File: config.mk
export PLATFORM = sky130hd
export DESIGN_NAME = ss_queue
export DESIGN_NICKNAME = d
export VERILOG_FILES = /design/src/rtl/ss_pkg.sv /design/src/rtl/ss_queue.sv
export SDC_FILE = /design/constraint.sdc
export NUM_CORES = 1
export LEC_CHECK = 0
export ABC_AREA = 0
export BUFFER_PORTS_ARGS = -buffer_cell sky130_fd_sc_hd__buf_2
export CAP_MARGIN = 10
export CORE_ASPECT_RATIO = 0.5
export CORE_MARGIN = 2
export CORE_UTILIZATION = 40
export CTS_CLUSTER_SIZE = 30
export DETAILED_ROUTE_END_ITERATION = 8
export HOLD_SLACK_MARGIN = 0.06
export PLACE_DENSITY = 0.64
export SKIP_LAST_GASP = 1
export SLEW_MARGIN = 20
export SYNTH_ARGS = -nofsm -noshare
export SYNTH_HDL_FRONTEND = slang
export SYNTH_SLANG_ARGS = --single-unit
File: constraint.sdc
create_clock -name aclk -period 19.5 [get_ports aclk]
set_input_delay 1.95 -clock aclk [delete_from_list [all_inputs] [get_ports aclk]]
set_output_delay 1.95 -clock aclk [all_outputs]
set_load 0.02 [all_outputs]
File: src/rtl/ss_pkg.sv
// ----------------------------------------------------------------------------
// ss_pkg
// Shared types and constants for the series statistics block.
// ----------------------------------------------------------------------------
package ss_pkg;

    localparam int SAMPLE_W          = 32;
    localparam int DEF_MAX_SAMPLES   = 1024;
    localparam int DEF_FRACTION_BITS = 16;
    localparam int THR_W             = 31;
    localparam logic [THR_W-1:0] THR_RESET = 31'd6554;
    localparam int COUNT_OUT_W       = 11;
    localparam int PCT_SCALE         = 100;
    localparam int QUEUE_DEPTH       = 2;

    // job fields sized for the largest supported series
    localparam int JOB_CNT_W = 17;
    localparam int JOB_SUM_W = 48;

    typedef enum logic [1:0] {
        TREND_FLAT = 2'd0,
        TREND_UP   = 2'd1,
        TREND_DOWN = 2'd2
    } trend_t;

    typedef enum logic [2:0] {
        ST_IDLE,
        ST_MEAN,
        ST_PCT,
        ST_PASS,
        ST_VAR,
        ST_ROOT,
        ST_OUT
    } back_state_t;

    typedef struct packed {
        logic signed [SAMPLE_W-1:0] sample;
        logic                       last;
    } in_item_t;

    typedef struct packed {
        logic signed [SAMPLE_W-1:0] minimum;
        logic signed [SAMPLE_W-1:0] maximum;
        logic signed [SAMPLE_W-1:0] mean;
        logic signed [SAMPLE_W-1:0] change_pct;
        logic [SAMPLE_W-1:0]        volatility;
        trend_t                     trend;
        logic [COUNT_OUT_W-1:0]     sample_count;
        logic                       overflowed;
    } out_item_t;

    typedef struct packed {
        logic                        bank;
        logic [JOB_CNT_W-1:0]        count;
        logic signed [JOB_SUM_W-1:0] sum;
        logic signed [SAMPLE_W-1:0]  minimum;
        logic signed [SAMPLE_W-1:0]  maximum;
        logic signed [SAMPLE_W-1:0]  first;
        logic signed [SAMPLE_W-1:0]  final_value;
        logic                        dropped;
    } job_t;

endpackage

File: src/rtl/ss_queue.sv
// ----------------------------------------------------------------------------
// ss_queue
// Small job FIFO between the intake and the statistics engine.
// ----------------------------------------------------------------------------
module ss_queue import ss_pkg::*; (
    input  logic aclk,
    input  logic aresetn,
    input  logic push,
    input  job_t push_job,
    input  logic pop,
    output job_t pop_job,
    output logic empty
);

    localparam int PTR_W = $clog2(QUEUE_DEPTH);

    job_t             slot_reg [QUEUE_DEPTH];
    logic [PTR_W-1:0] wr_ptr_reg, rd_ptr_reg;
    logic [PTR_W:0]   fill_reg;

    assign empty   = (fill_reg == '0);
    assign pop_job = slot_reg[rd_ptr_reg];

    always_ff @(posedge aclk) begin
        if (push) begin
            slot_reg[wr_ptr_reg] <= push_job;
        end
    end

    always_ff @(posedge aclk) begin
        if (!aresetn) begin
            wr_ptr_reg <= '0;
            rd_ptr_reg <= '0;
            fill_reg   <= '0;
        end else begin
            if (push) begin
                wr_ptr_reg <= wr_ptr_reg + 1'b1;
            end
            if (pop) begin
                rd_ptr_reg <= rd_ptr_reg + 1'b1;
            end
            fill_reg <= fill_reg + {{PTR_W{1'b0}}, push} - {{PTR_W{1'b0}}, pop};
        end
    end

endmodule

## After elaboration in Yosys (flattened, before gate mapping)

Memory sizes are Yosys's and may differ from the RTL's. A register that Yosys moved wholly into a read port is not among the register bits.
Cells that the tools add are included.

| word-level totals | value |
|---|---|
| bits in writable memories | 390 |
| bits of input ports | 199 |
| register bits | 4 |
| memories kept | 1 |

| cells by class | value |
|---|---|
| muxes and demuxes | 4 |
| add/sub/neg operators | 4 |
| reductions and logical operators | 1 |

Memories:

| memory | words | bits a word | rd ports | clocked after Yosys merged registers in | write ports | RTL line | RTL |
|---|---|---|---|---|---|---|---|
| slot_reg | 2 | 195 | 1 | 1 | 1 | ss_queue.sv:17 | `job_t slot_reg [QUEUE_DEPTH];` |

Operators by type and width:

| kind | count |
|---|---|
| two-way mux 1 bit | 4 |
| adder 1 bit, second input constant | 2 |
| adder 2 x 1 -> 2 bit | 1 |
| logical NOT 2 bit | 1 |
| subtractor 2 x 1 -> 2 bit | 1 |

## Longest topological paths before layout

Gate-level depths: netlist of run 1.

| depth | value |
|---|---|
| depth after elaboration | 3 |
| depth in mapped cells | 6 |
| depth with buffers taken out | 6 |

## Worst setup path before layout of run 1

Ideal clock, no wire load.

| timing path | value |
|---|---|
| kind | input to register |
| start | input push |
| end | register wr_ptr_reg |
| cell stages on the path | 2 |
| arrival time | 11.079 ns |
| required time | 19.402 ns |
| slack | 8.323 ns |
| library setup time | 0.098 ns |
| cells stage by stage | nor2b_1 o21a_1 |

RTL lines:

| element | RTL line | RTL |
|---|---|---|
| start: declaration | ss_queue.sv:8 | `input logic push,` |
| end signal: assignment | ss_queue.sv:37 | `wr_ptr_reg <= wr_ptr_reg + 1'b1;` |
| end: declaration | ss_queue.sv:18 | `logic [PTR_W-1:0] wr_ptr_reg, rd_ptr_reg;` |

==> results of run 1 <==
==> final cells by class <==
class | instances | area, um2
Clock inverter | 20 | 225
Sequential cell | 395 | 11800
Fill cell | 2982 | 17700
Inverter | 2 | 7.51
Clock buffer | 47 | 1010
Tap cell | 484 | 606
Antenna cell | 4 | 10.0
Timing Repair Buffer | 403 | 2040
Multi-Input combinational cell | 208 | 2880
==> layout by cell type, fill, tap and decap left out <==
cell / instances
sky130_fd_sc_hd__clkinvlp_4: 3
sky130_fd_sc_hd__nor2b_1: 2
sky130_fd_sc_hd__nor2b_4: 1
sky130_fd_sc_hd__clkinv_1: 9
sky130_fd_sc_hd__clkbuf_1: 8
sky130_fd_sc_hd__buf_2: 394
sky130_fd_sc_hd__o21a_1: 1
sky130_fd_sc_hd__clkinv_2: 2
sky130_fd_sc_hd__xor2_1: 1
sky130_fd_sc_hd__mux2_4: 150
sky130_fd_sc_hd__and2_1: 3
sky130_fd_sc_hd__inv_6: 1
sky130_fd_sc_hd__nor2_1: 1
sky130_fd_sc_hd__mux2_2: 45
sky130_fd_sc_hd__and2_4: 1
sky130_fd_sc_hd__diode_2: 4
sky130_fd_sc_hd__bufinv_16: 5
sky130_fd_sc_hd__buf_4: 9
sky130_fd_sc_hd__clkbuf_16: 39
sky130_fd_sc_hd__ha_1: 2
sky130_fd_sc_hd__dfxtp_4: 1
sky130_fd_sc_hd__inv_1: 2
sky130_fd_sc_hd__xnor3_1: 1
sky130_fd_sc_hd__edfxtp_1: 390
sky130_fd_sc_hd__dfxtp_1: 4
==> through the flow <==
| step | std cells | power (mW) |
|---|---|---|
| floorplan | 627 | 1.19 |
| global placement | 1492 | 1.26 |
| detailed placement | 1492 | 1.26 |
| CTS | 1559 | 2.00 |
| global route | 1563 | 2.05 |
| finish | 1563 | 1.98 |
==> report_power, final <==
part | total [mW] | internal, mW | switching, mW
sequential | 0.999 | 0.983 | 0.0156
combinational | 0.244 | 0.109 | 0.136
clock | 0.736 | 0.433 | 0.303
==> cells by family after synthesis <==
kind of cell,count (synthesis)
DFF,395
muxes,195
buffers and inverters,24
and+or+nand+nor,8
xor gates and xnor gates,2
adders and majority gates,2
AOI/OAI and AO/OA,1
==> metal layers <==
layer	share of wire, %	track usage (%)	up-vias
li1	-	-	3344
met1	36	17.4	3749
met4	2.4	5.66	0
met5	0	0	-
met2	58	32.1	159
met3	3.6	3.29	60
==> worst paths after layout <==
kind / slack (ns) / start / endpoint
setup / recovery: 14.00 / register / pop_job[95]
hold / removal: 0.58 / rd_ptr_reg / register
setup reg to reg: 16.77 / wr_ptr_reg / slot_reg[0][101]
hold reg to reg: 0.58 / rd_ptr_reg / register
==> critical path, delay by kind of cell, from the launching register on <==
family | cells | cell delay (ns)
mux | 1 | 0.36
buf+inv | 3 | 1.72
flops | 1 | 0.79
==> metrics.txt, run 1 <==
RSZ-0062 raised after global routing=no; clock buffer count from CTS=38; startpoint-to-endpoint class of the critical path=reg -> out; CTS tree=yes; max FFs per register=390; part of the Yosys area used for sequential elements=79.2%; hold violation total from the final report=0; number of unique standard cell types used by synthesis=14; grt total ovfl=0; CTS Hold Bufs=0; area fraction in and, or, nand and nor cells after synthesis=0.319%; final number of setup-violating endpoints=0; later-pin clock latency in the skew report=0.53 ns; Crit path largest cell delay=0.92 ns; static leakage power=7.25 nW; largest net degree at the start of global routing=75; post-synthesis instance area=14900 um2; Resized Gates After CTS=0; Num Clock Sinks=395; first-pass iteration count of the detailed router=4; post-synth top area cell=sky130_fd_sc_hd__edfxtp_1; XOR/XNOR Fraction of Synth Area=0.210%; Highest Clock Rate=0.182 GHz; net count of the mapped netlist=828; peak supply drop=0.0000603 V; setup fix buffers added after clock tree synthesis=0; number of warnings printed during yosys synthesis=0; post-synthesis adder-cell area fraction=0.168%; worst endpoint required time=17.55 ns; max-slew violation count=0; number of vias in the routed layout=7312; data arrival time at the worst-slack endpoint=3.55 ns; Post-synth ARST share=0%; number of placement rows=49; worst-case setup slack after placement=14.52 ns; CTS Root Buffer Type=sky130_fd_sc_hd__clkbuf_16; overall fraction of global-route tracks in use=16.3%; number of flops mapped to enable cells by yosys=390; most numerous cell on the critical path=sky130_fd_sc_hd__buf_4; clock period minus worst slack=5.50 ns; clock edge transition at the registers on the reported setup and hold paths=0.06 ns; maximum buffer depth of the clock tree=3; area fraction in compound gates after synthesis=0.0503%; hold slack=0.579 ns; per-instance average area after synthesis=23.8 um2; share of layout cells above drive strength 1=60.6%; total negative slack=0 ns; initial antenna violation count=4; floorplan die width=277 um; critical path capture point type=output port; H-Tree Level Count=2; synthesis-to-finish area growth=24.7%; synthesis-stage register bit count=395; detail-routed net length per standard cell=21.1 um; final worst setup slack=14.00 ns; Setup crit start kind=register; Die Y-Extent=141 um; largest fanout on the critical path=59; number of cells on the worst hold path=2; detailed router's first-iteration violation count=412; final RePlAce weighted congestion=0.842; Detail Placement HPWL=23000 um; post-route cell area=18600 um2; prevailing post-synth register cell=sky130_fd_sc_hd__edfxtp_1; vias in the first global route=7684; total of max-cap violations=0; run status=completed; slew at the pin closest to its max-slew limit=1.10 ns; Tightest Hold Check Type=reg -> reg; die outline area=38900 um2; post-route fraction of the period consumed by the critical path=28.2%; worst clock skew on the final layout=0.0168 ns; worst-case reg-to-reg path depth=3; mux cell area share after synthesis=18.5%; detailed-route wire length=33000 um; NumNets Final=1249; most common cell in the netlist=sky130_fd_sc_hd__edfxtp_1; top-area cell type share of the netlist area=78.5%; Slew HR=26.5%; post-DR vias/cell=4.68; number of remaining DRC errors=0; Core Box Area=36300 um2; core occupancy in the finished layout=51.2%; global-route wire length before repair=47200 um; commonest cells in the netlist=390 x sky130_fd_sc_hd__edfxtp_1, 150 x sky130_fd_sc_hd__mux2_4, 45 x sky130_fd_sc_hd__mux2_2; placed instance area=17300 um2; Critical Path, Cell by Cell=buf_4, buf_4, mux2_4, buf_2; Final ANT Viol Nets=0; P per Cell Area=106 nW/um2; starting utilization of the core area=41.1%; ports placed on the boundary=395; master of the slowest instance on the critical path=sky130_fd_sc_hd__buf_4; Area contributors post-synth=sky130_fd_sc_hd__edfxtp_1 79%, sky130_fd_sc_hd__mux2_4 15%, sky130_fd_sc_hd__mux2_2 3.4%; count of buffers from port buffering=394; synthesized netlist cell count=627; combinational family with the most area after synthesis=multiplexers
Note: power is estimated with default switching activity, not from simulation.
==> run 2, diff against run 1 <==
- clock period: 19.5 -> 5.14 ns (I/O delays scaled with it)
==> run 2 against run 1 <==
Net effect: flip-flop and latch count stayed put; critical endpoint is now pop_job[98]; critical path depth is 1 lower; routed wire length is 0.39% lower; non-clock buffer count is 1 lower; die area stayed put; via count is 0.83% higher; combinational power grew to 3.8 times the previous value; highest routed layer unchanged.
==> metrics.txt, run 2 (synthesis gave the netlist of run 1 again) <==
run status=completed; detailed-route wire length=32800 um (-0.39%); Num Clock Sinks=395 (unchanged); global-route wire length before repair=47500 um (+0.60%); initial antenna violation count=7 (+3); post-DR vias/cell=4.70 (+0.51%); largest net degree at the start of global routing=108 (+44%); CTS Root Buffer Type=sky130_fd_sc_hd__clkbuf_16; Die Y-Extent=141 um (unchanged); count of buffers from port buffering=394 (unchanged); placed instance area=17400 um2 (+0.32%); RSZ-0062 raised after global routing=no; data arrival time at the worst-slack endpoint=2.63 ns (-0.92 ns); hold violation total from the final report=0 (unchanged); Cell Count Post-Placement=1491 (-0.067%); number of remaining DRC errors=0 (unchanged); met3 Usage GRT=3.49% (+0.20 points); Highest Clock Rate=0.318 GHz; CTS tree=yes; clock buffer count from CTS=39 (+2.6%); share of layout cells above drive strength 1=61.2% (+0.63 points); post-route fraction of the period consumed by the critical path=61.1%; clock edge transition at the registers on the reported setup and hold paths=0.06 ns (about the same); startpoint-to-endpoint class of the critical path=reg -> out; NumNets Final=1249 (unchanged); leading cell types in the layout, fill and taps excluded=394 x sky130_fd_sc_hd__buf_2, 390 x sky130_fd_sc_hd__edfxtp_1, 150 x sky130_fd_sc_hd__mux2_4; detailed router's first-iteration violation count=346 (-16%); H-Tree Level Count=2 (unchanged); final RePlAce weighted congestion=0.846 (+0.44%); Setup crit start kind=register; ports placed on the boundary=395 (unchanged); number of placement rows=49 (unchanged); die outline area=38900 um2 (unchanged); slew at the pin closest to its max-slew limit=1.08 ns (-0.0182 ns); maximum buffer depth of the clock tree=3 (unchanged); Resized Gates After CTS=0 (unchanged); peak supply drop=0.000230 V (+280%); non-filler cells in the finished layout=1568 (+0.32%); met1 Use GR=16.6% (-0.76 points); Min-Delay Startpoint=push_job[29]; clock period minus worst slack=3.14 ns; critical path capture point type=output port; total negative slack=0 ns (unchanged); setup fix buffers added after clock tree synthesis=0 (unchanged); Tightest Hold Check Type=in -> reg; vias in the first global route=7794 (+1.4%); worst clock skew on the final layout=0.0108 ns (-0.00601 ns); P per Cell Area=417 nW/um2 (+290%); final number of setup-violating endpoints=0 (unchanged); Slew HR=27.7% (+1.2 points); largest fanout on the critical path=61 (+3.4%); max-slew violation count=0 (unchanged); max FFs per register=390 (unchanged); Top Usage Layer GRT=met2; Detail Placement HPWL=22700 um (-1.3%); later-pin clock latency in the skew report=0.53 ns (about the same); Core Box Area=36300 um2 (unchanged); met2 Resource Use GR=31.8% (-0.32 points); total of max-cap violations=0 (unchanged); overall fraction of global-route tracks in use=16.4% (+0.064 points); most common library cell in the layout ignoring fill and taps=sky130_fd_sc_hd__buf_2; detail-routed net length per standard cell=20.9 um (-0.71%); starting utilization of the core area=41.1% (unchanged); post-route cell area=18800 um2 (+1.3%); worst endpoint required time=4.63 ns (-12.92 ns); floorplan die width=277 um (unchanged); grt total ovfl=0 (unchanged); origin of the critical flop-to-flop path=wr_ptr_reg; number of vias in the routed layout=7373 (+0.83%); static leakage power=7.37 nW (+1.6%); CTS Hold Bufs=0 (unchanged); synthesis-to-finish area growth=26.3%; first-pass iteration count of the detailed router=4 (unchanged); Final ANT Viol Nets=0 (unchanged)
-- run 2: per-layer routing --
layer	up-vias	part of all wire [%]
li1	3354	-
met1	3746	34
met2	190	58
met3	83	4.0
met4	0	4.3
met5	-	0
-- run 2: cell type report --
| cell class | count | area [um2] |
|---|---|---|
| antenna | 7 | 17.5 |
| clock buffer | 47 | 1050 |
| clock inverter | 23 | 370 |
| fill | 2957 | 17500 |
| inverter | 2 | 7.51 |
| multi-input combinational | 208 | 2880 |
| sequential | 395 | 11800 |
| tap | 484 | 606 |
| timing repair buffer | 402 | 2090 |
-- run 2: report_power, final --
part           total (mW)  switching, mW  internal, mW
clock network        3.13           1.17          1.96
registers            3.80         0.0699          3.73
logic               0.923          0.507         0.416
total                7.85           1.75          6.10
-- run 2: worst max-delay path, stage by stage (launching register included) --
cell,delay [ns]
sky130_fd_sc_hd__dfxtp_4,1.08
sky130_fd_sc_hd__buf_12,0.43
sky130_fd_sc_hd__mux2_4,0.34
sky130_fd_sc_hd__buf_2,0.16
-- run 2: per-stage QoR --
step / hold WS [ns] / setup WS [ns] / power (mW) / util, %
after detailed placement: 0.578 / 2.53 / 4.80 / 47.9
final: 0.172 / 2.00 / 7.85 / 51.9
after global placement: 0.563 / 2.57 / 4.78 / 47.9
after floorplan: 0.555 / 1.26 / 4.48 / -
after CTS: 0.138 / 1.95 / 7.96 / 51.9
after global routing: 0.137 / 1.88 / 8.14 / 51.9
-- run 2: final timing paths --
check                                  endpoint  slack, ns  cells past startpoint
worst max-delay path                pop_job[98]       2.00                      3
worst min-delay path            slot_reg[1][29]       0.17                      1
worst max register to register  slot_reg[1][58]       2.99                      2
worst min register to register         register       0.59                      2
