**src/rtl/ss_pkg.sv**
```systemverilog
// ----------------------------------------------------------------------------
// ss_pkg
// Shared types and constants for the series statistics block.
// ----------------------------------------------------------------------------
package ss_pkg;

    localparam int SAMPLE_W          = 32;
    localparam int DEF_MAX_SAMPLES   = 1024;
    localparam int DEF_FRACTION_BITS = 16;
    localparam int THR_W             = 31;
    localparam logic [THR_W-1:0] THR_RESET = 31'd6554;
    localparam int COUNT_OUT_W       = 11;
    localparam int PCT_SCALE         = 100;
    localparam int QUEUE_DEPTH       = 2;

    // job fields sized for the largest supported series
    localparam int JOB_CNT_W = 17;
    localparam int JOB_SUM_W = 48;

    typedef enum logic [1:0] {
        TREND_FLAT = 2'd0,
        TREND_UP   = 2'd1,
        TREND_DOWN = 2'd2
    } trend_t;

    typedef enum logic [2:0] {
        ST_IDLE,
        ST_MEAN,
        ST_PCT,
        ST_PASS,
        ST_VAR,
        ST_ROOT,
        ST_OUT
    } back_state_t;

    typedef struct packed {
        logic signed [SAMPLE_W-1:0] sample;
        logic                       last;
    } in_item_t;

    typedef struct packed {
        logic signed [SAMPLE_W-1:0] minimum;
        logic signed [SAMPLE_W-1:0] maximum;
        logic signed [SAMPLE_W-1:0] mean;
        logic signed [SAMPLE_W-1:0] change_pct;
        logic [SAMPLE_W-1:0]        volatility;
        trend_t                     trend;
        logic [COUNT_OUT_W-1:0]     sample_count;
        logic                       overflowed;
    } out_item_t;

    typedef struct packed {
        logic                        bank;
        logic [JOB_CNT_W-1:0]        count;
        logic signed [JOB_SUM_W-1:0] sum;
        logic signed [SAMPLE_W-1:0]  minimum;
        logic signed [SAMPLE_W-1:0]  maximum;
        logic signed [SAMPLE_W-1:0]  first;
        logic signed [SAMPLE_W-1:0]  final_value;
        logic                        dropped;
    } job_t;

endpackage

```
**src/rtl/ss_front.sv**
```systemverilog
// ----------------------------------------------------------------------------
// ss_front
// Sample intake: stores samples, keeps running sum, min, max, first and last
// stored values, and queues one job per series.
// ----------------------------------------------------------------------------
module ss_front import ss_pkg::*; #(
    parameter int MAX_SAMPLES = DEF_MAX_SAMPLES,
    localparam int IDX_W = $clog2(MAX_SAMPLES),
    localparam int CNT_W = $clog2(MAX_SAMPLES + 1),
    localparam int SUM_W = SAMPLE_W + IDX_W
) (
    input  logic               aclk,
    input  logic               aresetn,
    input  logic               s_valid,
    output logic               s_ready,
    input  in_item_t           s_data,
    output logic               wr_en,
    output logic [IDX_W:0]     wr_addr,
    output logic [SAMPLE_W-1:0] wr_data,
    output logic               job_push,
    output job_t               job,
    input  logic               job_release
);

    logic [CNT_W-1:0]           count_reg, count_next;
    logic signed [SUM_W-1:0]    sum_reg, sum_next;
    logic signed [SAMPLE_W-1:0] min_reg, min_next;
    logic signed [SAMPLE_W-1:0] max_reg, max_next;
    logic signed [SAMPLE_W-1:0] first_reg, first_next;
    logic signed [SAMPLE_W-1:0] final_reg, final_next;
    logic                       dropped_reg, dropped_next;
    logic                       bank_reg;
    logic [1:0]                 pending_reg;
    logic                       accept, room;

    assign s_ready = (pending_reg != 2'd2);
    assign accept  = s_valid && s_ready;
    assign room    = (count_reg < CNT_W'(MAX_SAMPLES));

    assign wr_en   = accept && room;
    assign wr_addr = {bank_reg, count_reg[IDX_W-1:0]};
    assign wr_data = s_data.sample;

    always_comb begin
        count_next   = count_reg;
        sum_next     = sum_reg;
        min_next     = min_reg;
        max_next     = max_reg;
        first_next   = first_reg;
        final_next   = final_reg;
        dropped_next = dropped_reg;
        if (room) begin
            count_next = count_reg + 1'b1;
            sum_next   = sum_reg + SUM_W'(s_data.sample);
            final_next = s_data.sample;
            if (count_reg == '0) begin
                first_next = s_data.sample;
            end
            if (s_data.sample < min_reg) begin
                min_next = s_data.sample;
            end
            if (s_data.sample > max_reg) begin
                max_next = s_data.sample;
            end
        end else begin
            dropped_next = 1'b1;
        end
    end

    assign job_push        = accept && s_data.last;
    assign job.bank        = bank_reg;
    assign job.count       = JOB_CNT_W'(count_next);
    assign job.sum         = JOB_SUM_W'(sum_next);
    assign job.minimum     = min_next;
    assign job.maximum     = max_next;
    assign job.first       = first_next;
    assign job.final_value = final_next;
    assign job.dropped     = dropped_next;

    always_ff @(posedge aclk) begin
        if (!aresetn || job_push) begin
            count_reg   <= '0;
            sum_reg     <= '0;
            min_reg     <= {1'b0, {(SAMPLE_W-1){1'b1}}};
            max_reg     <= {1'b1, {(SAMPLE_W-1){1'b0}}};
            first_reg   <= '0;
            dropped_reg <= 1'b0;
        end else if (accept) begin
            count_reg   <= count_next;
            sum_reg     <= sum_next;
            min_reg     <= min_next;
            max_reg     <= max_next;
            first_reg   <= first_next;
            dropped_reg <= dropped_next;
        end
    end

    always_ff @(posedge aclk) begin
        if (accept) begin
            final_reg <= final_next;
        end
    end

    always_ff @(posedge aclk) begin
        if (!aresetn) begin
            bank_reg    <= 1'b0;
            pending_reg <= 2'd0;
        end else begin
            if (job_push) begin
                bank_reg <= ~bank_reg;
            end
            pending_reg <= pending_reg + {1'b0, job_push} - {1'b0, job_release};
        end
    end

endmodule

```
**config.mk**
```make
export PLATFORM = sky130hd
export DESIGN_NAME = ss_front
export DESIGN_NICKNAME = d
export VERILOG_FILES = /design/src/rtl/ss_pkg.sv /design/src/rtl/ss_front.sv
export SDC_FILE = /design/constraint.sdc
export NUM_CORES = 1
export LEC_CHECK = 0
export ABC_AREA = 1
export BUFFER_PORTS_ARGS = -buffer_cell sky130_fd_sc_hd__buf_4
export CORE_UTILIZATION = 50
export DETAILED_ROUTE_END_ITERATION = 16
export PLACE_DENSITY_LB_ADDON = 0.2
export SYNTH_ARGS = -nofsm -noshare
export SYNTH_HDL_FRONTEND = slang
export SYNTH_SLANG_ARGS = --single-unit
export TNS_END_PERCENT = 50
```
**constraint.sdc**
```tcl
create_clock -name aclk -period 3.5 [get_ports aclk]
set_clock_uncertainty 0.15 [all_clocks]
set_input_delay 0.525 -clock aclk [delete_from_list [all_inputs] [get_ports aclk]]
set_output_delay 0.525 -clock aclk [all_outputs]
set_load 0.01 [all_outputs]
```
# Yosys cells after proc, flatten, opt, wreduce, memory -nomap -nowiden

Cells that the tools add are included.

Word-level logic and storage cells: 34
Input bits: 37
Output and inout bits: 241
Flip-flop bits (word level): 185

Equal/unequal tests: 1
Reduce and logical (&&, ||, !) cells: 6
Bitwise logic cells: 1
Multiplexer cells: 10
Magnitude comparators: 3
$add $sub $neg: 4

Operator list:

| operator                                                         | number |
|---|---|
| 32-bit 2-to-1 mux                                                | 7 |
| 42-bit by 32-bit adder with 42-bit output                        | 1 |
| 42-bit 2-to-1 mux                                                | 1 |
| 32-bit greater-than comparator                                   | 1 |
| 32-bit less-than comparator                                      | 1 |
| 11-bit by 1-bit adder with 11-bit output (second input constant) | 1 |
| 11-bit logical NOT                                               | 1 |
| 11-bit less-than comparator (second input constant)              | 1 |
| 11-bit 2-to-1 mux                                                | 1 |
| 1-bit logical AND                                                | 3 |
| 2-bit by 1-bit adder with 2-bit output                           | 1 |
| 2-bit != test (second input constant)                            | 1 |
| 2-bit by 1-bit subtractor with 2-bit output                      | 1 |
| 1-bit logical NOT                                                | 1 |
| 1-bit logical OR                                                 | 1 |
| 1-bit 2-to-1 mux                                                 | 1 |
| 1-bit NOT                                                        | 1 |

# Logic depth before layout (Yosys ltp)

Gate-level depths: netlist (run 1).

Word-level depth: 5
Depth in mapped cells: 20
Mapped depth without buffers: 19

# Worst setup path before layout (run 1)

Ideal clock, no wire load.

Path kind: input -> output
Start: input s_data[1] (netlist bit)
End: output job[149] (netlist bit)
Stages: 15
Buffers on the path: 0
Arrival: 2.247 ns
Setup slack: 0.578 ns
Data required time: 2.825 ns
Cells stage by stage: ha_1 fa_1 nand3_1 nand2_1 nand2_1 nand2_2 nand3_1 nand2_2 nand2_1 nand2_1 nand2_1 nand2_1 xor2_1 nand2_1 o21ai_0

RTL lines:

| element            | RTL line       | text |
|---|---|---|
| start: declaration | ss_front.sv:16 | `input in_item_t s_data,` |
| end: declaration   | ss_front.sv:21 | `output job_t job,` |

==> results of run 1 <==
==> Yosys cell counts (all sizes together) (3+ instances only) <==
cell      n  area, um^2
inv     325        1220
or2       3       18.77
nor2    173       651.9
a21boi    3       22.52
and2     32       200.2
edfxtp   32       960.9
a21oi   192       964.7
o211ai    7       52.55
o21a     10       75.07
nor3     17       90.09
o21ai   213        1066
nor4      3       18.77
buf      92       581.8
dfxtp   153        3063
nand3   139       705.7
o21bai    5       37.54
nand2   534        2014
xor2     23       201.4
nand4    52       325.3
ha      108        1351
clkbuf   57       214.0
xnor2    10       87.58
==> power by group <==
part | internal [W] | switching, W | leakage, nW
sequential | 0.00244 | 0.000176 | 1.57
combinational | 0.00192 | 0.00262 | 7.48
clock | 0.00102 | 0.00101 | 0.289
==> through the flow <==
stage / power [W] / setup TNS, ps / std cells
6_report: 0.009185 / 0 / 2856
3_3_place_gp: 0.006745 / -307.2 / 2814
3_5_place_dp: 0.006786 / -374.3 / 2814
5_1_grt: 0.009711 / -630.8 / 2856
2_1_floorplan: 0.004955 / 0 / 2201
4_1_cts: 0.008819 / 0 / 2847
==> metal layers <==
layer	GRT usage, %	routed length (um)	vias to the layer above	share of wire (%)
li1	-	-	7608	-
met1	44.19	21290	7149	42
met2	56.04	23450	682	46
met3	6.157	4029	121	7.9
met4	13.36	2018	0	4.0
met5	0	0	-	0
==> cell type report <==
| type | count | share of cell area (%) |
|---|---|---|
| Sequential cell | 185 | 22.09 |
| Clock buffer | 18 | 2.338 |
| Timing Repair Buffer | 400 | 17.42 |
| Inverter | 326 | 6.694 |
| Multi-Input combinational cell | 1541 | 48.07 |
| Tap cell | 372 | 2.536 |
| Clock inverter | 14 | 0.8453 |
==> cells by family (layout without fill, tap and decap cells) <==
| family | Yosys count | in the layout | synth area share, % |
|---|---|---|---|
| AND/OR/NAND/NOR | 957 | 957 | 28.91 |
| other | 1 | 6 | 0.02674 |
| flip-flops | 185 | 185 | 28.69 |
| buffers and inverters | 475 | 758 | 14.40 |
| AO/OA/AOI/OAI | 436 | 436 | 16.14 |
| adder cells (fa/ha/maj) | 109 | 109 | 9.778 |
| XOR/XNOR | 33 | 33 | 2.061 |
==> worst max-delay path, delay by kind of cell, from the launching register on <==
kind | cells | cell delay, ps
compound gates | 3 | 350
fa+ha+maj | 1 | 220
buf+inv | 4 | 600
flops | 1 | 310
simple gates | 7 | 810
==> worst max-delay path by stage <==
stage | slack (ps) | to | depth (start not counted) | start
after global placement | -160 | job[160] | 15 | s_data[5]
after CTS | 1 | job[161] | 18 | sum_reg[0]
after floorplan | 580 | job[149] | 15 | s_data[1]
after global routing | -50 | job[162] | 15 | sum_reg[13]
final | 80 | job[127] | 15 | min_reg[17]
after detailed placement | -110 | job[160] | 15 | s_data[5]
==> what timing repair did <==
action	CTS	global route
buffers inserted	1	5
gates cloned	0	4
endpoints found under the setup margin	17	86
resized for setup	13	205
pin swaps	2	26
==> results.toml, run 1 <==
[run_status]
status = "completed"

[placement]
place_ws_ps = -109.2
port_buffers = 271
place_area_mm2 = 0.01680
place.gp.congestion = 0.9893
hpwl_mm = 36.85

[die]
num_rows = 60
fp.dieH_um = 169.5
start_util_pct = 51.46
die-area_mm2 = 0.02872
die_w_um = 169.5
coreArea_mm2 = 0.02725
io_pins = 278

[power]
leakagePower_nw = 9.339
ir_drop_v = 0.0003873
cellPowerDensity_mw_per_mm2 = 500.4

[sta]
finalCritPeriodShare_pct = 97.78
worstMarginPinSlew_ps = 981.9
drv_slew = 0
finalHoldViolCount = 0
rsz0062_at_grt = "yes"
min_period_ps = 3422
max_freq_mhz = 292.2
slew_headroom_pct = 34.54
setup_viol = 0
timing.hold.ws_ps = 154.4
worst_slack_ps = 77.58

[cells_and_area]
final_common_cell = "nand2_1"
areaGrowthSynthToFinish_pct = 30.87
multiInputGateArea_mm2 = 0.008822
n_antenna_cell = 0
final_core_util_pct = 67.35
drive_above_1_share_pct = 25.40
design_area_mm2 = 0.01835
largest_reg_flops = 42
most-common-layout-cells = "nand2_1 (500), buf_4 (381), inv_1 (313)"
fill_cells = 2430
final_net_count = 2617
seq_area_mm2 = 0.004055

[clock_network]
cts_tree = "yes"
htree_num_levels = 4
cts_max_path_buffers = 2
cts.sinks = 185
numCtsBuffers = 17
holdBufCountCts = 0
clk_latency_ps = 450
path_clk_slew_ps = 80
clockRootBuffer = "clkbuf_16"

[yosys]
synthArstFlopShare_pct = 0
syn_area_per_cell_um2 = 6.386
synth-seq-area-share_pct = 28.69
synth-seq-cells = 185
synth-edff-count = 32
synth_ff_type = "dfxtp_1"
syn_area_mm2 = 0.01402
yosys_warnings = 0
yosys.cell_types.count = 42
synthCells = 2196

[worst_hold_path]
holdCritStartpoint = "aresetn"
hold_path_end = "pending_reg[0]"
hold_path_depth = 3
hold_class = "in -> reg"

[setup_path]
ff2ff_setup_slack_ps = 830
critPathSlowestCell = "dfxtp_1"
rr_worst_depth = 10
path_common_cell = "nand2_1"
worstSetupEndpointType = "output port"
worst_ep_arrival_time_ps = 2750
slowest_delay_ps = 310
worstReg2RegEnd = "first_reg[19]"
path_cells = "inv_1 > ha_4 > a21oi_2 > o21ai_1 > nand2_1 > nand3_2 > a21oi_2 > buf_4 > nand2_1 > nand2_2 > nand3_4 > buf_12 > nand2_1 > and2_4 > buf_4"
cp-start-kind = "flop"
crit_type = "reg -> out"
required_ps = 2820
worstPathMaxFanout = 6
rr_startpoint = "pending_reg[0]"

[grt]
grt_pass1_wl_mm = 75.69
grt_pass1_vias = 14240
grt_usage_pct = 34.08
grt_overflow = 0
grt_start_max_net_pins = 147
grt_antenna_before_repair = 0

[detailed_routing]
first_pass_iters = 6
drtIter0Drc = 1439
ant_nets = 0
vias_per_cell = 5.448
drc = 0
wire_per_inst_um = 17.78
wirelength_mm = 50.79
dr_total_vias = 15560

[flow_run]
max_cap_viol_count = 0
Note: power is estimated with default switching activity, not from simulation.
==> run 2, diff against run 1 <==
--- a/config.mk
+++ b/config.mk
@@ -9,7 +9,10 @@
 export BUFFER_PORTS_ARGS = -buffer_cell sky130_fd_sc_hd__buf_4
 export CORE_UTILIZATION = 50
 export DETAILED_ROUTE_END_ITERATION = 16
+export HOLD_SLACK_MARGIN = 0.15
 export PLACE_DENSITY_LB_ADDON = 0.2
+export RECOVER_POWER = 50
+export SETUP_SLACK_MARGIN = 0.05
 export SYNTH_ARGS = -nofsm -noshare
 export SYNTH_HDL_FRONTEND = slang
 export SYNTH_SLANG_ARGS = --single-unit
==> run 2 against run 1 <==
  * Maximum frequency fell by 0.45%
  * Worst setup slack got worse by 15 ps
  * Hold slack improved by 160 ps
  * Register-to-register slack worse by 530 ps
  * The flow now finishes with violations (capacitance limit, slew limit)
  * Clock power barely moved
  * Global-route usage about the same
  * Critical path depth increased by 1
  * Utilization rose by 1.4 points
  * Clock-buffer cell count did not move
  * Total power rose by 2.3%
  * First-iteration DRC count shrank 10%
  * Combinational power is 4.4% higher
  * Largest power group unchanged
==> results.toml, run 2 (synthesized netlist as in run 1, its figures left out) <==
[clock_network]
cts.sinks = 185
clockRootBuffer = "clkbuf_16"
path_clk_slew_ps = 80
htree_num_levels = 4
clk_latency_ps = 450
cts_max_path_buffers = 2
numCtsBuffers = 17
cts_tree = "yes"

[setup_path]
worstPathMaxFanout = 6
worstReg2RegEnd = "first_reg[23]"
ff2ff_setup_slack_ps = 300
slowest_delay_ps = 400
rr_worst_depth = 9
required_ps = 2820
path_common_cell = "nand2_2"
worst_ep_arrival_time_ps = 2760
crit_type = "in -> out"
worstSetupEndpointType = "output port"
path_cells = "clkbuf_1 > ha_1 > nand2_1 > nor2_2 > nand4_1 > inv_2 > nand2_2 > nor2_4 > nand2_2 > nand2_2 > nand2_4 > nand3_4 > buf_6 > nand2_1 > and2_1 > buf_4"
critPathSlowestCell = "clkbuf_1"
rr_startpoint = "pending_reg[0]"
cp-start-kind = "input port"

[detailed_routing]
ant_nets = 0
vias_per_cell = 5.475
dr_total_vias = 15680
drtIter0Drc = 1295
wire_per_inst_um = 18.01
drc = 0
wirelength_mm = 51.58
first_pass_iters = 6

[grt]
grt_antenna_before_repair = 0
grt_overflow = 0
grt_usage_pct = 34.12
grt_start_max_net_pins = 147
grt_pass1_vias = 14260
grt_pass1_wl_mm = 75.80

[cells_and_area]
areaGrowthSynthToFinish_pct = 33.67
multiInputGateArea_mm2 = 0.009195
largest_reg_flops = 42
fill_cells = 2386
most-common-layout-cells = "nand2_1 (475), buf_4 (351), inv_1 (309)"
seq_area_mm2 = 0.004061
final_core_util_pct = 68.79
drive_above_1_share_pct = 27.01
design_area_mm2 = 0.01875
final_net_count = 2625
final_common_cell = "nand2_1"
n_antenna_cell = 0

[die]
coreArea_mm2 = 0.02725
num_rows = 60
io_pins = 278
die-area_mm2 = 0.02872
die_w_um = 169.5
fp.dieH_um = 169.5
start_util_pct = 51.46

[sta]
setup_viol = 0
finalHoldViolCount = 0
drv_slew = 147
worst_slack_ps = 62.24
max_freq_mhz = 290.9
finalCritPeriodShare_pct = 98.22
worstMarginPinSlew_ps = 1873
rsz0062_at_grt = "yes"
timing.hold.ws_ps = 313.2
slew_headroom_pct = -24.88
min_period_ps = 3438

[power]
leakagePower_nw = 9.435
cellPowerDensity_mw_per_mm2 = 501.4
ir_drop_v = 0.0004049

[worst_hold_path]
hold_class = "in -> reg"
holdCritStartpoint = "s_data[0]"
hold_path_depth = 3
hold_path_end = "bank_reg"

[placement]
place_area_mm2 = 0.01680
place.gp.congestion = 0.9893
place_ws_ps = -109.2
hpwl_mm = 36.85
port_buffers = 271

[run_status]
violations = "capacitance limit, slew limit"
status = "finished with violations"

[flow_run]
max_cap_viol_count = 1
==> run 2: cell type report <==
cell class                 count  area share (%)
clock inverter                14          0.8276
multi-input combinational   1541           49.05
timing repair buffer         408           17.14
sequential                   185           21.66
tap                          372           2.483
inverter                     326           6.547
clock buffer                  18           2.289
==> run 2: critical path, delay by kind of cell <==
family | cells | cell delay [ps]
adder cells (fa/ha/maj) | 1 | 220
buffers and inverters | 4 | 840
AND/OR/NAND/NOR | 11 | 1180
==> run 2: where the power goes <==
| part | internal [W] | total [W] | switching [W] |
|---|---|---|---|
| sequential | 0.00244 | 0.00262 | 0.000181 |
| combinational | 0.00202 | 0.00474 | 0.00272 |
| clock | 0.00102 | 0.00204 | 0.00102 |
| total | 0.00548 | 0.00940 | 0.00392 |
==> run 2: how the worst max path moves through the flow <==
stage / from / endpoint / slack, ps / depth (start not counted)
6_report: s_data[29] / job[113] / 60 / 16
2_1_floorplan: s_data[1] / job[149] / 580 / 15
3_3_place_gp: s_data[5] / job[160] / -160 / 15
4_1_cts: sum_reg[0] / job[161] / 2 / 18
5_1_grt: sum_reg[0] / job[159] / -30 / 18
3_5_place_dp: s_data[5] / job[160] / -110 / 15
==> run 2: through the flow <==
stage / TNS, ps / total power (W) / std cells
2_1_floorplan: 0 / 0.004955 / 2201
3_3_place_gp: -307.2 / 0.006745 / 2814
3_5_place_dp: -374.3 / 0.006786 / 2814
4_1_cts: 0 / 0.008831 / 2848
5_1_grt: -58.87 / 0.009910 / 2864
6_report: 0 / 0.009400 / 2864
==> run 2: repair_timing <==
action / in CTS / in global routing
resized for setup: 19 / 306
cloned: 0 / 5
hold buffers: 1 / 0
pin swaps: 2 / 35
buffers inserted: 1 / 11
endpoints found under the hold margin: 1 / 0
setup endpoints to repair: 32 / 100
==> run 2: routing by layer <==
| layer | GRT usage [%] | part of all wire, % | vias up | wire length (um) |
|---|---|---|---|---|
| met1 | 44.24 | 42 | 7264 | 21580 |
| met2 | 56.11 | 47 | 675 | 24040 |
| met3 | 6.157 | 7.3 | 121 | 3779 |
| met5 | 0 | 0 | - | 0 |
| met4 | 13.36 | 4.2 | 0 | 2181 |
| li1 | - | - | 7621 | - |
