[src/rtl/ss_pkg.sv]
// ----------------------------------------------------------------------------
// ss_pkg
// Shared types and constants for the series statistics block.
// ----------------------------------------------------------------------------
package ss_pkg;

    localparam int SAMPLE_W          = 32;
    localparam int DEF_MAX_SAMPLES   = 1024;
    localparam int DEF_FRACTION_BITS = 16;
    localparam int THR_W             = 31;
    localparam logic [THR_W-1:0] THR_RESET = 31'd6554;
    localparam int COUNT_OUT_W       = 11;
    localparam int PCT_SCALE         = 100;
    localparam int QUEUE_DEPTH       = 2;

    // job fields sized for the largest supported series
    localparam int JOB_CNT_W = 17;
    localparam int JOB_SUM_W = 48;

    typedef enum logic [1:0] {
        TREND_FLAT = 2'd0,
        TREND_UP   = 2'd1,
        TREND_DOWN = 2'd2
    } trend_t;

    typedef enum logic [2:0] {
        ST_IDLE,
        ST_MEAN,
        ST_PCT,
        ST_PASS,
        ST_VAR,
        ST_ROOT,
        ST_OUT
    } back_state_t;

    typedef struct packed {
        logic signed [SAMPLE_W-1:0] sample;
        logic                       last;
    } in_item_t;

    typedef struct packed {
        logic signed [SAMPLE_W-1:0] minimum;
        logic signed [SAMPLE_W-1:0] maximum;
        logic signed [SAMPLE_W-1:0] mean;
        logic signed [SAMPLE_W-1:0] change_pct;
        logic [SAMPLE_W-1:0]        volatility;
        trend_t                     trend;
        logic [COUNT_OUT_W-1:0]     sample_count;
        logic                       overflowed;
    } out_item_t;

    typedef struct packed {
        logic                        bank;
        logic [JOB_CNT_W-1:0]        count;
        logic signed [JOB_SUM_W-1:0] sum;
        logic signed [SAMPLE_W-1:0]  minimum;
        logic signed [SAMPLE_W-1:0]  maximum;
        logic signed [SAMPLE_W-1:0]  first;
        logic signed [SAMPLE_W-1:0]  final_value;
        logic                        dropped;
    } job_t;

endpackage

[src/rtl/ss_div.sv]
// ----------------------------------------------------------------------------
// ss_div
// Unsigned restoring divider, one quotient bit per cycle.
// ----------------------------------------------------------------------------
module ss_div #(
    parameter int DVD_W = 74,
    parameter int DVS_W = 32,
    localparam int CNT_W = $clog2(DVD_W + 1)
) (
    input  logic             aclk,
    input  logic             aresetn,
    input  logic             start,
    input  logic [DVD_W-1:0] dividend,
    input  logic [DVS_W-1:0] divisor,
    output logic [DVD_W-1:0] quotient,
    output logic             done
);

    logic [DVS_W-1:0] rem_reg, dvs_reg;
    logic [DVD_W-1:0] quo_reg;
    logic [CNT_W-1:0] cnt_reg;
    logic             busy_reg, done_reg;
    logic [DVS_W:0]   shifted, diff;
    logic             ge;

    assign shifted  = {rem_reg, quo_reg[DVD_W-1]};
    assign ge       = (shifted >= {1'b0, dvs_reg});
    assign diff     = shifted - {1'b0, dvs_reg};
    assign quotient = quo_reg;
    assign done     = done_reg;

    always_ff @(posedge aclk) begin
        if (start) begin
            rem_reg <= '0;
            quo_reg <= dividend;
            dvs_reg <= divisor;
        end else if (busy_reg) begin
            rem_reg <= ge ? diff[DVS_W-1:0] : shifted[DVS_W-1:0];
            quo_reg <= {quo_reg[DVD_W-2:0], ge};
        end
    end

    always_ff @(posedge aclk) begin
        if (!aresetn) begin
            busy_reg <= 1'b0;
            done_reg <= 1'b0;
            cnt_reg  <= '0;
        end else begin
            done_reg <= 1'b0;
            if (start) begin
                busy_reg <= 1'b1;
                cnt_reg  <= CNT_W'(DVD_W - 1);
            end else if (busy_reg) begin
                cnt_reg <= cnt_reg - 1'b1;
                if (cnt_reg == '0) begin
                    busy_reg <= 1'b0;
                    done_reg <= 1'b1;
                end
            end
        end
    end

endmodule

[src/rtl/ss_back.sv]
// ----------------------------------------------------------------------------
// ss_back
// Statistics engine: mean and percent change by shared divider, deviation
// pass over the stored series, variance divide, bitwise square root.
// ----------------------------------------------------------------------------
module ss_back import ss_pkg::*; #(
    parameter int MAX_SAMPLES   = DEF_MAX_SAMPLES,
    parameter int FRACTION_BITS = DEF_FRACTION_BITS,
    localparam int IDX_W = $clog2(MAX_SAMPLES),
    localparam int CNT_W = $clog2(MAX_SAMPLES + 1),
    localparam int ACC_W = 2 * SAMPLE_W + IDX_W,
    localparam int DIV_W = ACC_W
) (
    input  logic                aclk,
    input  logic                aresetn,
    input  logic                q_empty,
    output logic                q_pop,
    input  job_t                q_job,
    output logic                rd_en,
    output logic [IDX_W:0]      rd_addr,
    input  logic [SAMPLE_W-1:0] rd_data,
    input  logic [THR_W-1:0]    threshold,
    output logic                m_valid,
    input  logic                m_ready,
    output out_item_t           m_data,
    output logic                job_release
);

    back_state_t state_reg, state_next;
    job_t        job_reg;
    out_item_t   out_reg;

    logic signed [SAMPLE_W-1:0] mean_reg, change_reg;
    logic [ACC_W-1:0]           acc_reg;
    logic [CNT_W-1:0]           idx_reg, n;
    logic                       rv_reg, mv_reg, sv_reg;
    logic [SAMPLE_W-1:0]        mag_reg;
    logic [2*SAMPLE_W-1:0]      sq_reg;
    logic                       started_reg;

    logic [2*SAMPLE_W-1:0] x_reg;
    logic [SAMPLE_W+1:0]   r_reg;
    logic [SAMPLE_W-1:0]   q_reg;
    logic [4:0]            step_reg;

    logic             div_start, div_done;
    logic [DIV_W-1:0] div_dvd, div_q;
    logic [31:0]      div_dvs;

    logic                        sum_neg;
    logic [JOB_SUM_W-1:0]        sum_mag;
    logic signed [SAMPLE_W:0]    diff, first_ext, den_full, dev;
    logic [SAMPLE_W-1:0]         diff_mag, den;
    logic [39:0]                 pct_prod;
    logic [63:0]                 pct_dvd;
    logic                        pct_neg, first_zero, pct_big, pass_end;
    logic signed [SAMPLE_W-1:0]  pct_val;
    logic [SAMPLE_W+3:0]         r_try, r_sub, trial;
    logic                        r_ge;
    logic [SAMPLE_W-1:0]         root;
    logic signed [SAMPLE_W:0]    thr_ext, chg_ext;
    trend_t                      trend;

    assign n          = job_reg.count[CNT_W-1:0];
    assign first_zero = (job_reg.first == '0);

    // mean operands
    assign sum_neg = job_reg.sum[JOB_SUM_W-1];
    assign sum_mag = sum_neg ? JOB_SUM_W'(-job_reg.sum) : JOB_SUM_W'(job_reg.sum);

    // percent change operands
    assign diff      = (SAMPLE_W+1)'(job_reg.final_value) - (SAMPLE_W+1)'(job_reg.first);
    assign diff_mag  = diff[SAMPLE_W] ? SAMPLE_W'(-diff) : SAMPLE_W'(diff);
    assign first_ext = (SAMPLE_W+1)'(job_reg.first);
    assign den_full  = job_reg.first[SAMPLE_W-1] ? -first_ext : first_ext;
    assign den       = den_full[SAMPLE_W-1:0];
    assign pct_neg   = diff[SAMPLE_W] != job_reg.first[SAMPLE_W-1];
    assign pct_prod  = 40'(diff_mag) * 40'(PCT_SCALE);
    assign pct_dvd   = 64'(pct_prod) << FRACTION_BITS;
    assign pct_big   = |div_q[DIV_W-1:SAMPLE_W-1];

    always_comb begin
        if (pct_neg) begin
            pct_val = pct_big ? {1'b1, {(SAMPLE_W-1){1'b0}}} : -$signed(div_q[SAMPLE_W-1:0]);
        end else begin
            pct_val = pct_big ? {1'b0, {(SAMPLE_W-1){1'b1}}} : $signed(div_q[SAMPLE_W-1:0]);
        end
    end

    always_comb begin
        case (state_reg)
            ST_MEAN: begin
                div_dvd = DIV_W'(sum_mag);
                div_dvs = 32'(n);
            end
            ST_PCT: begin
                div_dvd = DIV_W'(pct_dvd);
                div_dvs = den;
            end
            default: begin
                div_dvd = acc_reg;
                div_dvs = 32'(n);
            end
        endcase
    end

    ss_div #(
        .DVD_W(DIV_W),
        .DVS_W(32)
    ) u_div (
        .aclk     (aclk),
        .aresetn  (aresetn),
        .start    (div_start),
        .dividend (div_dvd),
        .divisor  (div_dvs),
        .quotient (div_q),
        .done     (div_done)
    );

    // deviation pass
    assign dev      = (SAMPLE_W+1)'($signed(rd_data)) - (SAMPLE_W+1)'(mean_reg);
    assign pass_end = (idx_reg == n) && !rv_reg && !mv_reg && !sv_reg;

    // square root step
    assign trial = (SAMPLE_W+4)'({q_reg, 2'b01});
    assign r_try = {r_reg, x_reg[2*SAMPLE_W-1 -: 2]};
    assign r_ge  = (r_try >= trial);
    assign r_sub = r_try - trial;
    assign root  = {q_reg[SAMPLE_W-2:0], r_ge};

    // trend
    assign thr_ext = {2'b00, threshold};
    assign chg_ext = (SAMPLE_W+1)'(change_reg);
    always_comb begin
        if (chg_ext > thr_ext) begin
            trend = TREND_UP;
        end else if (chg_ext < -thr_ext) begin
            trend = TREND_DOWN;
        end else begin
            trend = TREND_FLAT;
        end
    end

    always_comb begin
        state_next = state_reg;
        case (state_reg)
            ST_IDLE: if (!q_empty) state_next = ST_MEAN;
            ST_MEAN: if (div_done) state_next = ST_PCT;
            ST_PCT:  if (first_zero || div_done) state_next = ST_PASS;
            ST_PASS: if (pass_end) state_next = ST_VAR;
            ST_VAR:  if (div_done) state_next = ST_ROOT;
            ST_ROOT: if (step_reg == '0) state_next = ST_OUT;
            ST_OUT:  if (m_ready) state_next = ST_IDLE;
            default: state_next = ST_IDLE;
        endcase
    end

    always_comb begin
        q_pop       = 1'b0;
        div_start   = 1'b0;
        rd_en       = 1'b0;
        m_valid     = 1'b0;
        job_release = 1'b0;
        case (state_reg)
            ST_IDLE: q_pop     = !q_empty;
            ST_MEAN: div_start = !started_reg;
            ST_PCT:  div_start = !started_reg && !first_zero;
            ST_PASS: rd_en     = (idx_reg != n);
            ST_VAR:  div_start = !started_reg;
            ST_OUT: begin
                m_valid     = 1'b1;
                job_release = m_ready;
            end
            default: ;
        endcase
    end

    assign rd_addr = {job_reg.bank, idx_reg[IDX_W-1:0]};
    assign m_data  = out_reg;

    always_ff @(posedge aclk) begin
        if (!aresetn) begin
            state_reg   <= ST_IDLE;
            started_reg <= 1'b0;
            rv_reg      <= 1'b0;
            mv_reg      <= 1'b0;
            sv_reg      <= 1'b0;
        end else begin
            state_reg <= state_next;
            if (div_done) begin
                started_reg <= 1'b0;
            end else if (div_start) begin
                started_reg <= 1'b1;
            end
            rv_reg <= rd_en;
            mv_reg <= rv_reg;
            sv_reg <= mv_reg;
        end
    end

    always_ff @(posedge aclk) begin
        if (q_pop) begin
            job_reg <= q_job;
        end
        case (state_reg)
            ST_MEAN: begin
                if (div_done) begin
                    mean_reg <= sum_neg ? -$signed(div_q[SAMPLE_W-1:0])
                                        : $signed(div_q[SAMPLE_W-1:0]);
                    idx_reg  <= '0;
                    acc_reg  <= '0;
                end
            end
            ST_PCT: begin
                if (first_zero) begin
                    change_reg <= '0;
                end else if (div_done) begin
                    change_reg <= pct_val;
                end
            end
            ST_PASS: begin
                if (rd_en) begin
                    idx_reg <= idx_reg + 1'b1;
                end
                mag_reg <= dev[SAMPLE_W] ? SAMPLE_W'(-dev) : SAMPLE_W'(dev);
                sq_reg  <= mag_reg * mag_reg;
                if (sv_reg) begin
                    acc_reg <= acc_reg + ACC_W'(sq_reg);
                end
            end
            ST_VAR: begin
                if (div_done) begin
                    x_reg    <= div_q[2*SAMPLE_W-1:0];
                    r_reg    <= '0;
                    q_reg    <= '0;
                    step_reg <= 5'd31;
                end
            end
            ST_ROOT: begin
                x_reg    <= {x_reg[2*SAMPLE_W-3:0], 2'b00};
                r_reg    <= r_ge ? r_sub[SAMPLE_W+1:0] : r_try[SAMPLE_W+1:0];
                q_reg    <= root;
                step_reg <= step_reg - 1'b1;
                if (step_reg == '0) begin
                    out_reg.minimum      <= job_reg.minimum;
                    out_reg.maximum      <= job_reg.maximum;
                    out_reg.mean         <= mean_reg;
                    out_reg.change_pct   <= change_reg;
                    out_reg.volatility   <= root;
                    out_reg.trend        <= trend;
                    out_reg.sample_count <= job_reg.count[COUNT_OUT_W-1:0];
                    out_reg.overflowed   <= job_reg.dropped;
                end
            end
            default: ;
        endcase
    end

    a_rd_in_series: assert property (@(posedge aclk) disable iff (!aresetn)
        rd_en |-> idx_reg < n)
        else $error("read beyond stored series");

    a_div_owned: assert property (@(posedge aclk) disable iff (!aresetn)
        div_done |-> started_reg)
        else $error("divider result without request");

    a_out_hold: assert property (@(posedge aclk) disable iff (!aresetn)
        (state_reg == ST_OUT) && !m_ready |=> (state_reg == ST_OUT) && $stable(out_reg))
        else $error("result changed while stalled");

endmodule

[config.mk]
export PLATFORM = sky130hd
export DESIGN_NAME = ss_back
export DESIGN_NICKNAME = d
export VERILOG_FILES = /design/src/rtl/ss_pkg.sv /design/src/rtl/ss_div.sv /design/src/rtl/ss_back.sv
export SDC_FILE = /design/constraint.sdc
export NUM_CORES = 2
export LEC_CHECK = 0
export ABC_CLOCK_PERIOD_IN_PS = 64599
export BUFFER_PORTS_ARGS = -buffer_cell sky130_fd_sc_hd__buf_2
export CAP_MARGIN = 20
export CORE_UTILIZATION = 62
export DETAILED_ROUTE_END_ITERATION = 10
export PLACE_DENSITY_LB_ADDON = 0.3
export SYNTH_ARGS = -nofsm -noshare
export SYNTH_HDL_FRONTEND = slang
export SYNTH_SLANG_ARGS = --single-unit
[constraint.sdc]
create_clock -name aclk -period 64.6 [get_ports aclk]
set_input_delay 9.69 -clock aclk [delete_from_list [all_inputs] [get_ports aclk]]
set_output_delay 9.69 -clock aclk [all_outputs]
set_load 0.05 [all_outputs]
; ---- Yosys cells after proc, flatten, opt, wreduce, memory -nomap -nowiden
; Index checks and enable logic that the tools add are counted.
[totals]
ff_bits = 897
wordCells = 162
output_inout_bits = 189
[classes]
bitwise_logic = 2
reduce_logical = 32
magnitude_cmp = 4
mux = 49
multipliers = 2
n_eq_ne = 18
add_sub_neg = 15
[op_table]
columns = op, count
row1 = 74-bit 2-to-1 mux, 4
row2 = 74-bit case mux with 2 select lines, 2
row3 = 32-bit 2-to-1 mux, 9
row4 = 32-bit negator, 5
row5 = 64-bit case mux with 2 select lines, 1
row6 = 74-bit by 64-bit adder with 74-bit output, 1
row7 = 34-bit 2-to-1 mux, 2
row8 = 34-bit case mux with 2 select lines, 1
row9 = 32-bit by 32-bit subtractor with 33-bit output, 2
row10 = 32-bit by 32-bit multiplier with 64-bit output, 1
row11 = 64-bit 2-to-1 mux, 1
row12 = 32-bit case mux with 2 select lines, 1
row13 = 48-bit 2-to-1 mux, 1
row14 = 48-bit negator, 1
row15 = 43-bit OR reduction, 1
row16 = "32-bit by 5-bit multiplier with 37-bit output, second input constant", 1
row17 = 36-bit by 34-bit >= comparator with 1-bit output, 1
row18 = 34-bit subtractor, 1
row19 = 33-bit by 32-bit >= comparator with 1-bit output, 1
row20 = 32-bit by 33-bit less-than comparator with 1-bit output, 1
row21 = 11-bit 2-to-1 mux, 3
row22 = 31-bit negator with 33-bit output, 1
row23 = 32-bit greater-than comparator, 1
row24 = 32-bit logical NOT, 1
row25 = 35 further kinds, 78

; ---- Longest topological paths before layout
[logic_depth]
word_depth = 6
ltp_mapped = 30

; ---- By module
; A second synthesis with hierarchy kept.
[unflattened]
cells_unflattened = 8086
area_unflattened_um2 = 81758.4
[by_module_without_submodules]
columns = module, area_per_inst_um2, cells_per_inst, n_inst
row1 = ss_back, 74079.8, 7418, 1
row2 = ss_div, 7678.6, 668, 1

; ---- Worst setup path after synthesis
; Ideal clock, no wire load.
[synth_timing]
kind = input-to-output
from = input port q_empty
to = output port q_pop
path_stages = 1
path_buffers = 0
path_slack_ns = 26.133
t_arrival_ns = 28.777
path_cell_list = nor4_1
[synth_between]
elab_chain_cells = 2
[synth_lines]
columns = element, line_no
row1 = start: declaration, ss_back.sv:16  ; input logic q_empty,
row2 = 1-bit logical NOT, ss_back.sv:165  ; ST_IDLE: q_pop = !q_empty;
row3 = 1-bit 2-to-1 mux, ss_back.sv:164  ; case (state_reg)
row4 = end: declaration, ss_back.sv:17  ; output logic q_pop,
; Every way passes these cells.

; ---- Final worst setup path
; Same ends and word-level chain as after synthesis.

==> out/qor.csv <==
metric,value,unit
status,completed,
Worst slew margin,14.1,%
number of port buffers,444,
post-synthesis simple-gate area fraction,13.4,%
max reg flops,174,
die height,368,µm
Mean Syn Cell Area,9.91,µm²
initial core utilization,62.9,%
Synth Area in Compound Gates,11.3,%
Skew-Pair Late Insertion Delay,0.76,ns
Routability Congestion,0.975,
clock buffer count from CTS,97,
layout cells sized above 1,8.95,%
core outline area,132000,µm²
WL/cell,21.4,µm
DRT iter0 DRCs,6214,
CTS Sinks,896,
grt total ovfl,0,
post-cts sizing count,0,
GRT Resource Usage Total,33.5,%
Hold Crit Class,reg2reg,
DR DRC count,0,
top_reg_cell synth,edfxtp_1,
Crit path required time,54.91,ns
Worst Setup Start Kind,input pin,
"most used cell, CP",buf_2,
number of fill cells,10100,
Vias,63100,
Unique masters post-synth,95,
clock slew seen by the registers of the worst setup and hold paths,0.06,ns
num rows,133,
HPWL Detailed,173000,µm
syn nets,10100,
Clock Skew,0.0928,ns
die width,368,µm
Arrival @ worst endpoint,10.92,ns
# Post-CTS Setup Buffers,0,
CP Cell Sequence,"buf_2, nor4_2, buf_4, buf_2",
crit-path max cell delay,0.45,ns
XOR/XNOR Fraction of Synth Area,4.89,%
Pre-antenna DRT Iters,6,
RSZ-0062 raised after global routing,false,
die area,135000,µm²
setup TNS,0,ns
area delta synth->final,8.73,%
Final Hold Viols,0,
nature of the critical path endpoint,output port,
vias in the first global route,63600,
max_cap viols,0,
Final setup viols,0,
Post-synth EDFFs,848,
Longest Clk Path Bufs,3,
slew of the pin with the lowest slew margin,1.28,ns
largest net degree at the start of global routing,162,
CTS root buf,clkbuf_16,
CTS tree,yes,
H-tree depth,3,
DRT Wirelength,225000,µm
Via density,5.99,
fraction of registers with async set/reset,0,%
minimum clock period,20.61,ns
final net count,10400,
portion of netlist area occupied by mux cells,0.697,%
register area share after synthesis,31.8,%
adder-cell area share of the yosys netlist,30.0,%
area of the mapped netlist,83100,µm²
"FF+latch count, synth",896,
first-pass GRT wire length,353000,µm
CP Max Fanout,31,
Routed Antenna Nets,0,
Final Max Tran Viols,0,
# IOs,451,
cts hold-fix bufs,0,
Max Clk Rate,0.0485,GHz
largest family of logic cells by synthesized area,adder cells,
worst setup path class,in2out,
antenna violations before repair,12,
CP max-delay cell,buf_4,
Final Cycle Share,31.9,%
Syn Inst Count,8383,
Synth Warn #,0,
worst paths after layout:
path	endpoint	depth (start not counted)	startpoint	slack [ns]
hold reg to reg	m_data[128]$_DFFE_PP_	0	job_reg[83]$_DFFE_PP_	0.42
setup reg to reg	sq_reg[59]$_DFFE_PP_	26	mag_reg[7]$_DFFE_PP_	55.26
setup / recovery	q_pop	4	q_empty	43.99
hold / removal	m_data[128]$_DFFE_PP_	0	job_reg[83]$_DFFE_PP_	0.42
cells in the mapped netlist, types with 42 or more instances:
cell	count	share of area (%)
nor4_1	42	0.32
xnor2_1	323	3.4
nand3_1	118	0.71
fa_1	849	20
o21a_1	58	0.52
and2_1	236	1.8
nand2b_1	54	0.41
nand2_1	863	3.9
nor2b_1	50	0.38
and3_1	60	0.45
clkbuf_1	273	1.2
inv_1	1387	6.3
or3_1	70	0.53
nor3_1	106	0.64
a21o_1	206	1.9
a21oi_1	359	2.2
o21ai_0	300	1.8
edfxtp_1	848	31
ha_1	635	9.6
dfxtp_1	48	1.2
nand4_1	77	0.58
a221oi_1	60	0.63
o21bai_1	44	0.40
a31oi_1	71	0.53
mux2i_1	50	0.60
xor2_1	139	1.5
nor2_1	532	2.4
metal layers:
metal | vias up | GRT usage [%] | share of wire [%]
met5 | - | 0 | 0.011
met4 | 4 | 14.1 | 4.5
met3 | 517 | 5.42 | 9.0
met2 | 2969 | 54.0 | 47
met1 | 30900 | 45.2 | 40
li1 | 28700 | - | -
placed cells by master (no fill, tap or decap), drive strengths merged, types with 54 or more instances in the layout:
| cell type | count |
|---|---|
| nor2 | 532 |
| a221oi | 60 |
| o21a | 58 |
| o21ai | 302 |
| and3 | 60 |
| xor2 | 139 |
| nand4 | 77 |
| xnor2 | 324 |
| nor3 | 107 |
| and2 | 237 |
| or3 | 70 |
| buf | 517 |
| inv | 1395 |
| a21o | 206 |
| nand3 | 118 |
| a31oi | 71 |
| nand2 | 864 |
| clkbuf | 106 |
| fa | 849 |
| nand2b | 54 |
| a21oi | 359 |
| edfxtp | 848 |
| ha | 635 |
worst max-delay path: cells and delay by family:
kind | cells | cell delay [ns]
buffers and inverters | 3 | 0.91
AND/OR/NAND/NOR | 1 | 0.29
cells by family (layout without fill, tap and decap cells):
logic type,after synthesis,after routing
simple gates,2351,2351
buf+inv,1714,2089
fa+ha+maj,1484,1484
compound gates,1418,1418
flops,896,896
xor+xnor,463,463
mux,57,57
other cells,0,9
through the flow:
step / setup WS (ns) / area [µm²] / instances / hold slack, ns / utilization [%]
floorplan: 26.13 / 83100 / 8383 / 0.400 / -
global placement: 44.06 / 86800 / 10300 / 0.400 / 65.7
detailed placement: 43.98 / 86800 / 10300 / 0.405 / 65.7
CTS: 43.97 / 90300 / 10500 / 0.418 / 68.3
global route: 43.91 / 90300 / 10500 / 0.423 / 68.3
finish: 43.99 / 90300 / 10500 / 0.416 / 68.4
cell type report:
cell class / instances / area [µm²] / share of cell area, %
diodes: 9 / 22.5 / 0.0249
clock buffers: 105 / 2460 / 2.72
clock inverters: 75 / 978 / 1.08
inverters: 1391 / 5230 / 5.79
multi-input cells: 5773 / 50200 / 55.6
flip-flops and latches: 896 / 26400 / 29.3
well taps: 1755 / 2200 / 2.43
repair buffers: 518 / 2800 / 3.10
Power is left out: the tool's default activity adds up to more than one toggle a clock period on the data nets, which glitch-free logic cannot reach.
